--- src/hdl/qct_pkg.sv ---
// Shared types and character codes for the quoted command tokenizer.
// No dependencies; included by every module of the block by wildcard import.
package qct_pkg;

  localparam logic [7:0] CH_LBRACE = 8'h7B;
  localparam logic [7:0] CH_RBRACE = 8'h7D;
  localparam logic [7:0] CH_BSLASH = 8'h5C;
  localparam logic [7:0] CH_SQUOTE = 8'h27;
  localparam logic [7:0] CH_DQUOTE = 8'h22;
  localparam logic [7:0] CH_SPACE  = 8'h20;
  localparam logic [7:0] CH_TAB    = 8'h09;
  localparam logic [7:0] CH_CR     = 8'h0D;
  localparam logic [7:0] CH_NUL    = 8'h00;

  typedef struct packed {
    logic [7:0] in_byte;
    logic       last;
  } qct_in_t;

  typedef struct packed {
    logic [7:0] out_byte;
    logic       word_start;
    logic [7:0] word_count;
    logic       unterminated;
  } qct_out_t;

  function automatic logic is_blank(input logic [7:0] c);
    return (c == CH_SPACE) || (c >= CH_TAB && c <= CH_CR);
  endfunction

endpackage

--- src/hdl/qct_core.sv ---
// Tokenizer state registers and the per-word next-state and result logic.
// Depends on qct_pkg for the word structs and character codes.
module qct_core
  import qct_pkg::*;
#(
  parameter int MAX_WORDS  = 255,
  parameter int DEPTH_BITS = 8
) (
  input  logic     clk,
  input  logic     rst_n,
  input  logic     step,
  input  qct_in_t  item,
  output qct_out_t result
);

  localparam logic [7:0] CountCap = (MAX_WORDS > 255) ? 8'd255 : 8'(MAX_WORDS);

  logic                  in_quote_r, in_quote_nxt;
  logic                  quote_dbl_r, quote_dbl_nxt;
  logic [DEPTH_BITS-1:0] depth_r, depth_nxt;
  logic                  pending_r, pending_nxt;
  logic [7:0]            words_r, words_nxt;

  logic [7:0] c;
  logic [7:0] ob;
  logic       ws;
  logic       touch;
  logic       un;
  logic [7:0] closer;
  logic [7:0] words_tmp;

  assign c      = item.in_byte;
  assign closer = quote_dbl_r ? CH_DQUOTE : CH_SQUOTE;

  always_comb begin
    in_quote_nxt  = in_quote_r;
    quote_dbl_nxt = quote_dbl_r;
    depth_nxt     = depth_r;
    pending_nxt   = pending_r;
    ob            = c;
    touch         = 1'b0;

    if (!in_quote_r) begin
      if (is_blank(c)) begin
        ob          = CH_NUL;
        pending_nxt = 1'b1;
      end else if (c == CH_SQUOTE || c == CH_DQUOTE) begin
        ob            = CH_NUL;
        in_quote_nxt  = 1'b1;
        quote_dbl_nxt = (c == CH_DQUOTE);
        depth_nxt     = '0;
        pending_nxt   = 1'b1;
      end else begin
        touch = 1'b1;
      end
    end else begin
      if (depth_r == '0 && c == closer) begin
        ob           = CH_NUL;
        in_quote_nxt = 1'b0;
        pending_nxt  = 1'b1;
      end else begin
        touch = (depth_r == '0);
        if (c == CH_LBRACE) begin
          depth_nxt = depth_r + DEPTH_BITS'(1);
        end else if (c == CH_RBRACE) begin
          depth_nxt = depth_r - DEPTH_BITS'(1);
        end else if (c == CH_BSLASH) begin
          ob = CH_SPACE;
        end
      end
    end

    ws        = touch && pending_r;
    words_tmp = words_r;
    if (touch) begin
      pending_nxt = 1'b0;
    end
    if (ws && words_r < CountCap) begin
      words_tmp = words_r + 8'd1;
    end

    // An open quote on the final byte takes back one word, never below zero.
    un        = item.last && in_quote_nxt;
    words_nxt = words_tmp;
    if (un && words_tmp != 8'd0) begin
      words_nxt = words_tmp - 8'd1;
    end

    result.out_byte     = ob;
    result.word_start   = ws;
    result.word_count   = words_nxt;
    result.unterminated = un;
  end

  always_ff @(posedge clk) begin
    if (!rst_n || (step && item.last)) begin
      in_quote_r  <= 1'b0;
      quote_dbl_r <= 1'b0;
      depth_r     <= '0;
      pending_r   <= 1'b1;
      words_r     <= 8'd0;
    end else if (step) begin
      in_quote_r  <= in_quote_nxt;
      quote_dbl_r <= quote_dbl_nxt;
      depth_r     <= depth_nxt;
      pending_r   <= pending_nxt;
      words_r     <= words_nxt;
    end
  end

endmodule

--- src/hdl/quoted_command_tokenizer_unit.sv ---
// Top level of the quoted command tokenizer: input register, tokenizer core,
// result register. Depends on qct_pkg and qct_core.
//
// Usage: a command line enters one character word at a time on the in_
// channel (in_valid/in_ready, payload in_word), with last set on the final
// character. Each accepted word yields exactly one result word on the out_
// channel (out_valid/out_ready, payload out_word): the rewritten character,
// a word-start mark, the running word count and, on the last character, an
// open-quote flag.
// A result passes through the input register, then the result register.
// Throughput: one character per cycle while out_ready stays high; the core
// updates its state as each character moves into the result register.
// When out_ready is low, the result register holds its word and the input
// register still takes one more character; in_ready then drops until the
// result is taken. in_ready depends combinationally on out_ready.
// Reset (rst_n low, synchronous) empties both registers and returns the
// tokenizer to its start-of-line state. The final character of a line also
// returns it to that state once its result is formed.
module quoted_command_tokenizer_unit
  import qct_pkg::*;
#(
  parameter int MAX_WORDS  = 255,
  parameter int DEPTH_BITS = 8
) (
  input  logic     clk,
  input  logic     rst_n,
  input  logic     in_valid,
  output logic     in_ready,
  input  qct_in_t  in_word,
  output logic     out_valid,
  input  logic     out_ready,
  output qct_out_t out_word
);

  logic     s1_valid_r, s1_valid_nxt;
  qct_in_t  s1_word_r;
  logic     out_valid_r, out_valid_nxt;
  qct_out_t out_word_r;
  qct_out_t core_result;
  logic     advance;
  logic     in_take;

  assign advance  = s1_valid_r && (!out_valid_r || out_ready);
  assign in_ready = !s1_valid_r || advance;
  assign in_take  = in_valid && in_ready;

  qct_core #(
    .MAX_WORDS  (MAX_WORDS),
    .DEPTH_BITS (DEPTH_BITS)
  ) u_core (
    .clk    (clk),
    .rst_n  (rst_n),
    .step   (advance),
    .item   (s1_word_r),
    .result (core_result)
  );

  always_comb begin
    s1_valid_nxt = s1_valid_r;
    if (in_take) begin
      s1_valid_nxt = 1'b1;
    end else if (advance) begin
      s1_valid_nxt = 1'b0;
    end
    out_valid_nxt = out_valid_r;
    if (advance) begin
      out_valid_nxt = 1'b1;
    end else if (out_ready) begin
      out_valid_nxt = 1'b0;
    end
  end

  always_ff @(posedge clk) begin
    if (!rst_n) begin
      s1_valid_r  <= 1'b0;
      out_valid_r <= 1'b0;
    end else begin
      s1_valid_r  <= s1_valid_nxt;
      out_valid_r <= out_valid_nxt;
    end
  end

  always_ff @(posedge clk) begin
    if (in_take) begin
      s1_word_r <= in_word;
    end
    if (advance) begin
      out_word_r <= core_result;
    end
  end

  assign out_valid = out_valid_r;
  assign out_word  = out_word_r;

endmodule

--- config.mk ---
export PLATFORM = sky130hd
export DESIGN_NAME = quoted_command_tokenizer_unit
export DESIGN_NICKNAME = d
export VERILOG_FILES = /design/src/hdl/qct_pkg.sv /design/src/hdl/qct_core.sv /design/src/hdl/quoted_command_tokenizer_unit.sv
export SDC_FILE = /design/constraint.sdc
export NUM_CORES = 1
export LEC_CHECK = 0
export ABC_AREA = 1
export CAP_MARGIN = 10
export CORE_MARGIN = 2
export CORE_UTILIZATION = 55
export DETAILED_ROUTE_END_ITERATION = 6
export DONT_BUFFER_PORTS = 1
export GPL_ROUTABILITY_DRIVEN = 0
export HOLD_SLACK_MARGIN = 0.1
export PLACE_DENSITY_LB_ADDON = 0.15
export SYNTH_ARGS = -nofsm -noshare
export SYNTH_HDL_FRONTEND = slang
export SYNTH_SLANG_ARGS = --single-unit
--- constraint.sdc ---
create_clock -name clk -period 3.05 [get_ports clk]
set_input_delay 0.305 -clock clk [delete_from_list [all_inputs] [get_ports clk]]
set_output_delay 0.305 -clock clk [all_outputs]
set_load 0.05 [all_outputs]
After elaboration in Yosys (flattened, before gate mapping)

Index checks and enable logic that the tools add are counted.

Memories kept: 0
Latch bits: 0
Register bits: 48
Bits of input ports: 13
Word-level logic and storage cells: 92
Memory bits (read-only): 0
Memory bits (writable): 0

Reduce and logical (&&, ||, !) cells: 26
Divide/modulo/power cells: 0
Order comparisons: 3
Add/sub/neg operators: 4
Multiplexer cells: 33
Eq/ne operators: 11
Shift operators: 0
Bitwise gates (word level): 2
Multipliers: 0

Operators by type and width:

| operator                                                           | number |
|---|---|
| two-way mux 8 bit                                                  | 15 |
| == test 8 x 6 -> 1 bit (second input constant)                     | 3 |
| == test 8 x 7 -> 1 bit (second input constant)                     | 3 |
| two-way mux 1 bit                                                  | 17 |
| adder 8 x 1 -> 8 bit (second input constant)                       | 2 |
| subtractor 8 x 1 -> 8 bit (second input constant)                  | 2 |
| logical AND 1 bit                                                  | 9 |
| == test 8 bit                                                      | 1 |
| greater-or-equal comparator 8 x 4 -> 1 bit (second input constant) | 1 |
| less-or-equal comparator 8 x 4 -> 1 bit (second input constant)    | 1 |
| zero test 8 bit                                                    | 1 |
| less-than comparator 8 bit (second input constant)                 | 1 |
| nonzero test 8 bit                                                 | 1 |
| inequality test 3 bit (second input constant)                      | 2 |
| nonzero test 2 bit                                                 | 3 |
| logical OR 1 bit                                                   | 5 |
| AND reduction 5 bit                                                | 1 |
| AND reduction 4 bit                                                | 1 |
| nonzero test 4 bit                                                 | 1 |
| zero test 1 bit                                                    | 3 |
| two-way mux 3 bit                                                  | 1 |
| AND reduction 3 bit                                                | 1 |
| inequality test 2 x 1 -> 1 bit (second input constant)             | 1 |
| inequality test 2 bit (second input constant)                      | 1 |
| NOT 1 bit                                                          | 2 |

Longest topological paths before layout

Gate-level depths: netlist of run 1.

Depth in word-level cells: 11
Gate-level depth with buffers: 20

Modules after synthesis

From an unflattened synthesis of run 1, not the netlist that was laid out.

Cells, all modules: 382
Area, all modules: 2994.1 um^2

By module, submodules not included:

| module                        | cells an instance | instances | area an instance (um^2) |
|---|---|---|---|
| qct_core                      | 342               | 1         | 2088.3 |
| quoted_command_tokenizer_unit | 40                | 1         | 905.9 |

Least setup slack after synthesis of run 1

Ideal clock, no wire load.

Kind: reg2reg
Start: reg u_core.words_r[0]
End: reg out_word_r, in the netlist out_word[4], data pin
Library setup time: 0.253 ns
Required time: 2.797 ns
Setup slack: 0.758 ns
Arrival time: 2.039 ns
Path buffers: 0
Cell stages (with the launch flop): 16
Clock period less this slack: 2.292 ns
Cells stage by stage: dfxtp_1 -> ha_1 -> nand3_1 -> nor2_1 -> nand3_2 -> nand3_4 -> nand2_1 -> nand2_1 -> ha_1 -> nand3_1 -> nor2_2 -> nand3_4 -> nand2_4 -> inv_2 -> nand2_1 -> nand2_1

RTL lines:

| item                   | line                                | source |
|---|---|---|
| from (decl)            | qct_core.sv:22                      | `logic [7:0] words_r, words_nxt;` |
| from (signal assigned) | qct_core.sv:107                     | `words_r <= words_nxt;` |
| to (signal assigned)   | quoted_command_tokenizer_unit.sv:88 | `out_word_r <= core_result;` |
| to (decl)              | quoted_command_tokenizer_unit.sv:38 | `qct_out_t out_word_r;` |

Worst setup path in the final report of run 1

Start: reg u_core.words_r[0]
End: reg u_core.words_r[5]

Cells in the longest elaborated chain, start to end: 6
Elaborated cells on any way between the ends: 8

Ends and longest elaborated chain:

| item                                                                              | line           | source |
|---|---|---|
| less-than comparator 8 bit                                                        | qct_core.sv:78 | `if (ws && words_r < CountCap) begin` |
| logical AND 1 bit                                                                 | qct_core.sv:78 |  |
| two-way mux 8 bit *                                                               | qct_core.sv:78 |  |
| parallel branches: the longest is 2 deep, another holds subtractor 8 x 1 -> 8 bit | n/a            |  |
| two-way mux 8 bit *                                                               | qct_core.sv:85 | `if (un && words_tmp != 8'd0) begin` |

Every way passes the cells marked *.
A chain may end at the register's enable or synchronous reset.

==> results.cfg, run 1 <==
[setup_path]
cp_max_fo = 9
start_kind = register
cp.arrival_ns = 2.95
critPathCaptureType = register
path_class = register to register
required_ns = 3.26

[pwr]
peakVddDrop_v = 0.000236
pwr-share-seq_pct = 58.6
leakagePower_nw = 1.35
cellPowerDensity_nw_per_um2 = 443
power.internal_w = 0.000951
sw_frac_of_total_pct = 29.5
power.net_switching_w = 0.000398
combPwrFrac_pct = 14.1
pwr-share-clk_pct = 27.3

[finish]
nNetsFinal = 389
num_antenna_cells = 0
drive_above_1_share_pct = 9.26
final_util_pct = 63.2
synthToLayoutAreaGrowth_pct = 9.39

[grt]
antenna_found_initial = 0
track_usage_pct = 20.8
grt_pass1_vias = 2045
grt_pass1_wl_um = 8940
grt_max_degree = 30
overflow = 0

[die]
start_util_pct = 57.8
io_pins = 33
die_y_um = 75.1
core_area_um2 = 4820
rows = 25
die_w_um = 75.1
die_area_um2 = 5650

[sta]
hold_viol = 0
rsz0062_at_grt = no
period_share_pct = 90.0
min_period_ns = 2.74
setup_viol = 0
fmax_mhz = 364
setup_tns_ns = 0
skew_ns = 0.0113
relSlewSlack_pct = 61.2
max_slew.worst_pin.slew_ns = 0.581
maxSlewViolCount = 0

[clock_tree]
htreeDepth = 2
root_buffer = clkbuf_8
clk_latency_ns = 0.30
path_clk_slew_ns = 0.09
postCtsSetupBuffers = 0
clockBufferDepth = 2
cts_tree = done
clock_sinks = 48
numCtsBuffers = 5

[logic_synthesis]
synthArstFlopShare_pct = 0
syn_nets = 375
yosysMostFrequentCell = nand2_1
synth_cells = 352
avgSynthCellArea_um2 = 7.91
ys_seq_elements = 48
synth_edf_count = 27
yosys_most_used_dff = edfxtp_1
yosysSeqAreaShare_pct = 44.2
yosysTopAreaCell = edfxtp_1
synth_commonest_cells = 84 x nand2_1, 48 x inv_1, 31 x nor2_1
netlist_top_cells_area = edfxtp_1 29%, dfxtp_1 15%, nand2_1 11%
ys_types = 31
syn_area_um2 = 2780
synth.yosys.warnings = 0
synth_top_area_share_pct = 29.1

[routing]
wl_per_cell_um = 12.0
initialDrtViolationCount = 155
met3_length_um = 178
drt-total-wl_um = 5220
drc = 0
antenna_left = 0
drt_first_pass_iters = 4
vias = 2223
top_layer = met4
drt-vias-per-instance = 5.12
wl_met1_um = 2690
dr_wl_met2_um = 2300

[outcome]
status = complete, no violations

[place]
hpwl_um = 3930
port-buffer-count = 0

[flow_run]
maxCapViolCount = 0

[min_path]
hold_path_class = input pin to register
[worst max-delay path, cell delays in order, from the launching register on]
cell and delay (ns):
dfxtp_1 0.38, ha_1 0.24, nand3_1 0.11, nor2_1 0.20
nand3_2 0.23, nand3_4 0.21, nand2_1 0.08, nand2_1 0.15
ha_1 0.18, nand3_1 0.09, nor2_2 0.14, nand3_4 0.10
nand2_4 0.12, inv_2 0.08, nand2_1 0.09, nand3_1 0.12
nand2_1 0.10, inv_1 0.04
[what timing repair did]
item	in CTS	in global routing
endpoints found under the setup margin	0	0
hold buffers	9	0
resized for setup	0	0
endpoints found under the hold margin	9	0
[cell usage in the layout (no fill, tap or decap), types with 3 or more instances in the layout]
cell type / synthesis / routed
nor2_2: 3 / 3
nand2_2: 6 / 6
inv_2: 3 / 3
nand2_4: 3 / 3
a21oi_1: 28 / 28
buf_4: 0 / 3
nor2_1: 31 / 31
nand3_4: 3 / 3
edfxtp_1: 27 / 27
xnor2_1: 4 / 4
or2_2: 3 / 3
nand4_1: 12 / 12
clkbuf_8: 0 / 5
inv_1: 48 / 48
xor2_1: 7 / 7
nand3_1: 25 / 25
dlygate4sd3_1: 0 / 9
dfxtp_1: 21 / 21
o21ai_0: 12 / 12
nor3_1: 6 / 6
nand2_1: 84 / 84
ha_1: 9 / 9
[stage by stage]
step	worst slack [ns]	cell area [um2]	hold slack [ns]	power, W	cells
2_1_floorplan	0.758	2780	0.404	0.000946	352
3_3_place_gp	0.410	2870	0.404	0.000982	417
3_5_place_dp	0.370	2870	0.404	0.000984	417
4_1_cts	0.318	3050	0.122	0.00136	434
5_1_grt	0.0662	3050	0.128	0.00142	434
6_report	0.306	3050	0.134	0.00135	434
[final cells by class]
| cell class | count | area (um2) |
|---|---|---|
| fill | 437 | 1770 |
| multi-input combinational | 248 | 1340 |
| sequential | 48 | 1230 |
| inverter | 51 | 191 |
| timing repair buffer | 12 | 113 |
| tap | 67 | 83.8 |
| clock buffer | 6 | 72.6 |
| clock inverter | 2 | 11.3 |
[metal layers]
metal | global-route usage (%) | vias to the layer above
met2 | 31.8 | 61
met3 | 3.61 | 4
met1 | 29.5 | 968
met5 | 0 | -
met4 | 7.99 | 0
li1 | - | 1190
[logic make-up (layout without fill, tap and decap cells)]
family,count (synthesis),in the layout,share of synthesized area [%]
AOI/OAI and AO/OA,46,46,8.81
xor gates and xnor gates,11,11,3.46
adders and majority gates,10,10,4.76
buffers and inverters,56,71,7.55
DFF,48,48,44.2
and+or+nand+nor,181,181,31.2
[power groups by stage]
| stage | Clock, W | Sequential [W] | Combinational, W |
|---|---|---|---|
| after floorplan | 0 | 0.000798 | 0.000148 |
| after global placement | 0 | 0.000805 | 0.000178 |
| after detailed placement | 0 | 0.000805 | 0.000179 |
| after CTS | 0.000380 | 0.000790 | 0.000189 |
| after global routing | 0.000406 | 0.000795 | 0.000216 |
| final | 0.000368 | 0.000790 | 0.000190 |
[worst paths after layout]
path	from	to	slack (ns)	depth (start not counted)
worst max-delay path	u_core.words_r[0]$_SDFFE_PP0P_	u_core.words_r[5]$_SDFFE_PP0P_	0.31	17
worst min-delay path	rst_n	out_valid$_SDFFE_PN0P_	0.13	2
worst max register to register	u_core.words_r[0]$_SDFFE_PP0P_	u_core.words_r[5]$_SDFFE_PP0P_	0.31	17
worst min register to register	u_core.depth_r[5]$_SDFFE_PP0P_	u_core.depth_r[5]$_SDFFE_PP0P_	0.49	2
[sequential cells by signal, indices dropped and copies added (netlist names)]
name	cells
u_core.quote_dbl_r	1
out_valid	1
u_core.words_r	8
s1_valid_r	1
u_core.depth_r	8
u_core.pending_r	1
s1_word_r	9
out_word	18
u_core.in_quote_r	1
Power figures use the tool's default switching activity.
==> inputs of run 2 (changes only) <==
--- a/config.mk
+++ b/config.mk
@@ -14,6 +14,7 @@
 export GPL_ROUTABILITY_DRIVEN = 0
 export HOLD_SLACK_MARGIN = 0.1
 export PLACE_DENSITY_LB_ADDON = 0.15
+export RECOVER_POWER = 50
 export SYNTH_ARGS = -nofsm -noshare
 export SYNTH_HDL_FRONTEND = slang
 export SYNTH_SLANG_ARGS = --single-unit
==> results.cfg, run 2 (same netlist as run 1, synthesis figures left out) <==
[die]
die_y_um = 75.1
start_util_pct = 57.8
die_w_um = 75.1
rows = 25
core_area_um2 = 4820
io_pins = 33
die_area_um2 = 5650

[finish]
seqCellArea_um2 = 1230
postLayoutCellArea_um2 = 3040
drive_above_1_share_pct = 8.72
layout_common_cells = 84 x nand2_1, 48 x inv_1, 31 x nor2_1, 28 x a21oi_1, 27 x edfxtp_1
fillers = 439
num_antenna_cells = 0
synthToLayoutAreaGrowth_pct = 9.12
largest_reg_flops = 18
nNetsFinal = 389
multiInputGateArea_um2 = 1340
final_common_cell = nand2_1
final_util_pct = 63.1

[clock_tree]
cts_resized = 0
clk_latency_ns = 0.30
htreeDepth = 2
cts_tree = done
path_clk_slew_ns = 0.09
numCtsBuffers = 5
clockBufferDepth = 2
clock_sinks = 48
root_buffer = clkbuf_8

[setup_path]
cp.arrival_ns = 3.00
crit_path_cell_trace = ha_1, nand3_1, nor2_1, nand3_2, nand3_4, nand2_1, nand2_1, ha_1, nand3_1, nor2_2, nand3_4, nand2_4, inv_2, nand2_1, nand3_1, nand2_1, inv_1
slowest_delay_ns = 0.38
critical-path-top-delay-family = simple AND/OR/NAND/NOR gates
path_class = register to register
crit_buf_inv = 2
critPathCaptureType = register
start_kind = register
required_ns = 3.26
cpMostUsedCell = nand2_1
cp_max_fo = 9
worst_path_max_delay_cell = dfxtp_1

[sta]
period_share_pct = 91.5
setup_viol = 0
min_period_ns = 2.79
skew_ns = 0.0112
relSlewSlack_pct = 12.4
hold_viol = 0
max_slew.worst_pin.slew_ns = 1.31
setup_ws_ns = 0.259
rsz0062_at_grt = no
maxSlewViolCount = 0
setup_tns_ns = 0
fmax_mhz = 358

[grt]
grt_pass1_vias = 2045
overflow = 0
grt_max_degree = 30
track_usage_pct = 20.8
grt_pass1_wl_um = 8940
antenna_found_initial = 0

[place]
placed_cell_area_um2 = 2870
post-place-ws_ns = 0.370
hpwl_um = 3930
port-buffer-count = 0

[outcome]
status = complete, no violations

[pwr]
peakVddDrop_v = 0.000237
leakagePower_nw = 1.34
cellPowerDensity_nw_per_um2 = 444

[flow_run]
maxCapViolCount = 0

[min_path]
hold_path_class = input pin to register

[routing]
drc = 0
initialDrtViolationCount = 149
drt_first_pass_iters = 4
antenna_left = 0
vias = 2237
drt-vias-per-instance = 5.15
wl_per_cell_um = 12.0
drt-total-wl_um = 5210
-- run 2: cell types whose count changed in the layout (fill, tap and decap cells not counted) --
cell      delta
clkbuf_1     +2
buf_4        -2
-- run 2: final timing paths --
path / slack, ns / to / depth (start not counted) / start
max: 0.26 / u_core.words_r[6]$_SDFFE_PP0P_ / 17 / u_core.words_r[0]$_SDFFE_PP0P_
max reg2reg: 0.26 / u_core.words_r[6]$_SDFFE_PP0P_ / 17 / u_core.words_r[0]$_SDFFE_PP0P_
min: 0.13 / out_valid$_SDFFE_PN0P_ / 2 / rst_n
min reg2reg: 0.49 / u_core.depth_r[5]$_SDFFE_PP0P_ / 2 / u_core.depth_r[5]$_SDFFE_PP0P_
-- run 2: power breakdown --
group | internal [W] | total, W | switching [W]
Sequential | 0.000721 | 0.000791 | 0.0000700
Combinational | 0.0000682 | 0.000189 | 0.000121
Clock | 0.000161 | 0.000370 | 0.000209
Total | 0.000950 | 0.00135 | 0.000399
-- run 2: worst register-to-register path: cells and delay by family, from the launching register on --
kind / cells / cell delay, ns
adders and majority gates: 2 / 0.42
and+or+nand+nor: 13 / 1.77
DFF: 1 / 0.38
buffers and inverters: 2 / 0.12
-- run 2: layer usage --
layer  GRT usage (%)  share of wire (%)  routed length (um)
met5               0                  0                   0
met3            3.61                3.8                 198
met2            31.8                 43                2250
met1            29.5                 52                2690
met4            7.99                1.5                  79
-- run 2: repair_timing --
item,CTS,global route
setup buffers,0,0
hold buffers,9,0
setup endpoints to repair,0,0
hold endpoints to repair,9,0
-- run 2: stage by stage --
stage	cells	power [W]	hold slack, ns
5_1_grt	434	0.00142	0.128
3_5_place_dp	417	0.000984	0.404
6_report	434	0.00135	0.131
3_3_place_gp	417	0.000982	0.404
4_1_cts	434	0.00136	0.122
2_1_floorplan	352	0.000946	0.404
-- run 2: layout make-up --
| type | count | share of cell area, % |
|---|---|---|
| timing repair buffer | 12 | 3.46 |
| multi-input combinational | 248 | 44.2 |
| inverter | 51 | 6.30 |
| tap | 67 | 2.76 |
| clock buffer | 6 | 2.39 |
| sequential | 48 | 40.5 |
| clock inverter | 2 | 0.371 |
